===== config.mk =====
export PLATFORM = sky130hd
export DESIGN_NAME = mvs_cell
export DESIGN_NICKNAME = d
export VERILOG_FILES = /design/src/sv/mvs_pkg.sv /design/src/sv/mvs_cell.sv
export SDC_FILE = /design/constraint.sdc
export NUM_CORES = 1
export LEC_CHECK = 0
export BUFFER_PORTS_ARGS = -buffer_cell sky130_fd_sc_hd__buf_2
export CAP_MARGIN = 20
export CORE_ASPECT_RATIO = 1.1
export CORE_MARGIN = 2
export CORE_UTILIZATION = 44
export DETAILED_ROUTE_END_ITERATION = 8
export PLACE_DENSITY = 0.77
export SLEW_MARGIN = 40
export SYNTH_ARGS = -nofsm -noshare
export SYNTH_HDL_FRONTEND = slang
export SYNTH_SLANG_ARGS = --single-unit
export TNS_END_PERCENT = 10

===== constraint.sdc =====
create_clock -name clk -period 2.9 [get_ports clk]
set_input_delay 0.29 -clock clk [delete_from_list [all_inputs] [get_ports clk]]
set_output_delay 0.29 -clock clk [all_outputs]
set_load 0.03 [all_outputs]

===== src/sv/mvs_pkg.sv =====
// shared types and constants for the median of valid samples block
`timescale 1ns / 1ps

package mvs_pkg;

  // configuration register width and reset value
  localparam int MARKER_BITS = 16;
  localparam logic signed [MARKER_BITS-1:0] MARKER_RESET = -16'sd9999;

  // control state of the top level
  typedef enum logic {
    S_FILL,
    S_SHIFT
  } mvs_state_t;

  // per-cycle command broadcast to every cell of the chain
  typedef struct packed {
    logic insert;
    logic shift;
  } cell_ctrl_t;

endpackage


===== src/sv/mvs_cell.sv =====
// one cell of the sorted insertion chain
`timescale 1ns / 1ps

module mvs_cell #(
  parameter int SAMPLE_BITS = 16
) (
  input  logic                          clk,
  input  mvs_pkg::cell_ctrl_t           ctrl,
  input  logic                          occupied,
  input  logic signed [SAMPLE_BITS-1:0] sample,
  input  logic                          left_keep,
  input  logic signed [SAMPLE_BITS-1:0] left_val,
  input  logic signed [SAMPLE_BITS-1:0] right_val,
  output logic                          keep,
  output logic signed [SAMPLE_BITS-1:0] val
);
  import mvs_pkg::*;

  logic signed [SAMPLE_BITS-1:0] val_r;
  logic signed [SAMPLE_BITS-1:0] val_nxt;

  // an occupied cell not above the new sample stays put
  assign keep = occupied && (val_r <= sample);
  assign val  = val_r;

  always_comb begin
    val_nxt = val_r;
    priority if (ctrl.insert) begin
      if (keep) begin
        val_nxt = val_r;
      end else if (left_keep) begin
        val_nxt = sample;
      end else begin
        val_nxt = left_val;
      end
    end else if (ctrl.shift) begin
      val_nxt = right_val;
    end else begin
      // idle cycle, hold the value
      val_nxt = val_r;
    end
  end

  always_ff @(posedge clk) begin
    val_r <= val_nxt;
  end

endmodule


==> results.ini <==
[timing]
setup_viol_count_final=0
timing.hold.ws_ns=0.311
timing.final.crit_share=0.906
fin_tns_setup_ns=0
hold_viol_final=0
relSlewSlack=0.616
final_max_slew_viol_count=0
fmax_ghz=0.381
worst_slew_pin_slew_ns=0.577
clock_skew_ns=0.00399
rsz0062_at_grt=false
fin_crit_ns=2.63

[yosys]
yosysWarningCount=0
synth_fa_ha_area_frac=0.156
synth-seq-cells=16
synth.area.mux_share=0.133
ys_seq_area_frac=0.374
syn_avg_cell_area_sq_um=9.30
syn_area_sq_um=1280
synth_top_family_by_area=adder cells
synth-xor-area-share=0
synth_top_area_share=0.374
yosys.area.top_type=edfxtp_1
synthTopCellsByArea=edfxtp_1, ha_1, mux2i_1
synthCells=138
synthSimpleGateAreaFrac=0.130
syn_nets=207
ys_types=24
synth_compound_area_frac=0.130

[floorplanning]
io_pins=70
die_area_sq_um=3370
die_y_microns=60.7
die_w_microns=55.5
rows=20
initial_core_util=0.462
core-area_sq_um=2780

[min_path]
hold_path_class=in2reg

[flow_run]
max_cap_violations=0

[grt]
use_met3=0.0469
grt_pass1_vias=1144
grt_remaining_overflow=0
track_usage=0.175
grtUsageMet1=0.180
grt_start_max_net_pins=35
grt_busiest_layer=met2
antenna_found_initial=0
grt_pass1_wl_microns=4610
use_met2=0.344

[placement]
hpwl_microns=2370
place_congestion=0.785
dpl.cell_count=235
portBuffers=69

[cells_and_area]
final_cell_mix=buf_2, a21oi_1, inv_1
antennaDiodeCount=0
area_growth_pct=30.8
fillCellCount=274
multiInputGateArea_sq_um=703
layout_commonest_cell=buf_2
nNetsFinal=276
final-instance-count-excl-fill=239
largest_reg_flops=16
drive_gt1_frac=0.374
seq_area_sq_um=480
utilization=0.605

[clock_network]
clock_latency_ns=0.29
path_clk_slew_ns=0.09
cts_root_buffer=clkbuf_4
cts_tree=done
htree_levels=1
cts_sinks=16
cts_buffers=3
cts-resized-gates=0
cts_setup_buffers=0
cts_buffer_depth=2
cts_hold_buf=0

[pwr]
p_leak_nw=0.903
peakVddDrop_mv=0.352
power.density_nw_per_um2=416
finalPower_uw=699

[route]
drtIter0Drc=19
dr_total_vias=1228
dr.pass1.iters=5
post_drt_wl_per_cell_microns=11.9
vias_per_cell=5.14
drc=0
ant_nets=0
routed_wl_microns=2830

[worst_setup_path]
crit_fanout=4
setup.worst_path.start_class=flop
crit_type=reg2out
cp_data_required_time_ns=2.61
critPathArrivalTime_ns=2.34
endpoint_kind=output pin

[outcome]
status=finished, final reports clean

area by class of cell:
type | count | area share
clock buffer | 3 | 0.0134
clock inverter | 1 | 0.00224
multi-input combinational | 96 | 0.419
tap | 33 | 0.0246
sequential | 16 | 0.286
timing repair buffer | 70 | 0.210
inverter | 20 | 0.0447
cell families (layout without fill, tap and decap cells):
group / count (synthesis) / in the layout
buffers and inverters: 26 / 94
multiplexers: 17 / 17
AND/OR/NAND/NOR: 34 / 34
AO/OA/AOI/OAI: 29 / 29
adder cells (fa/ha/maj): 16 / 16
flip-flops: 16 / 16
layer usage:
layer / part of all wire / routed length (microns)
met2: 0.53 / 1510
met1: 0.38 / 1080
met4: 0.021 / 59
met3: 0.065 / 185
met5: 0 / 0
power breakdown:
group	internal (mW)	switching, mW
Combinational	0.108	0.164
Sequential	0.291	0.0142
Clock	0.0501	0.0717
synth_stat cells:
cell type / number
nand2b_1: 1
nand4_1: 1
mux2i_1: 17
a21oi_1: 21
inv_1: 20
a21o_1: 2
o21ai_0: 1
and4_4: 1
buf_2: 2
o31a_1: 1
ha_1: 16
clkbuf_1: 4
nand3_1: 2
o21ai_1: 1
nand4_2: 1
nand2_1: 5
or2b_1: 1
o31ai_2: 1
nor2_1: 19
nor4_2: 1
a31oi_1: 1
a41oi_1: 1
nor3_1: 2
edfxtp_1: 16
critical path, stage by stage (launching register included):
cell and delay (ns):
edfxtp_1 0.41, ha_1 0.34, nand4_2 0.15, nor4_2 0.33, o21ai_1 0.14, a31oi_1 0.28, o31a_1 0.19, buf_2 0.19
through the flow:
| step | setup WS [ns] | area (sq um) |
|---|---|---|
| 2_1_floorplan | 0.0537 | 1280 |
| 3_3_place_gp | 0.614 | 1650 |
| 3_5_place_dp | 0.535 | 1650 |
| 4_1_cts | 0.243 | 1680 |
| 5_1_grt | 0.0867 | 1680 |
| 6_report | 0.274 | 1680 |
path summary, 6_finish.rpt:
kind                            slack, ns      end  cells past startpoint    startpoint
worst max-delay path                 0.27     keep                      7       val[13]
worst min-delay path                 0.31   val[0]                      3  right_val[0]
worst max register to register       0.54   val[1]                      7       val[13]
worst min register to register       1.23  val[14]                      4       val[15]
Note: power is estimated with default switching activity, not from simulation.
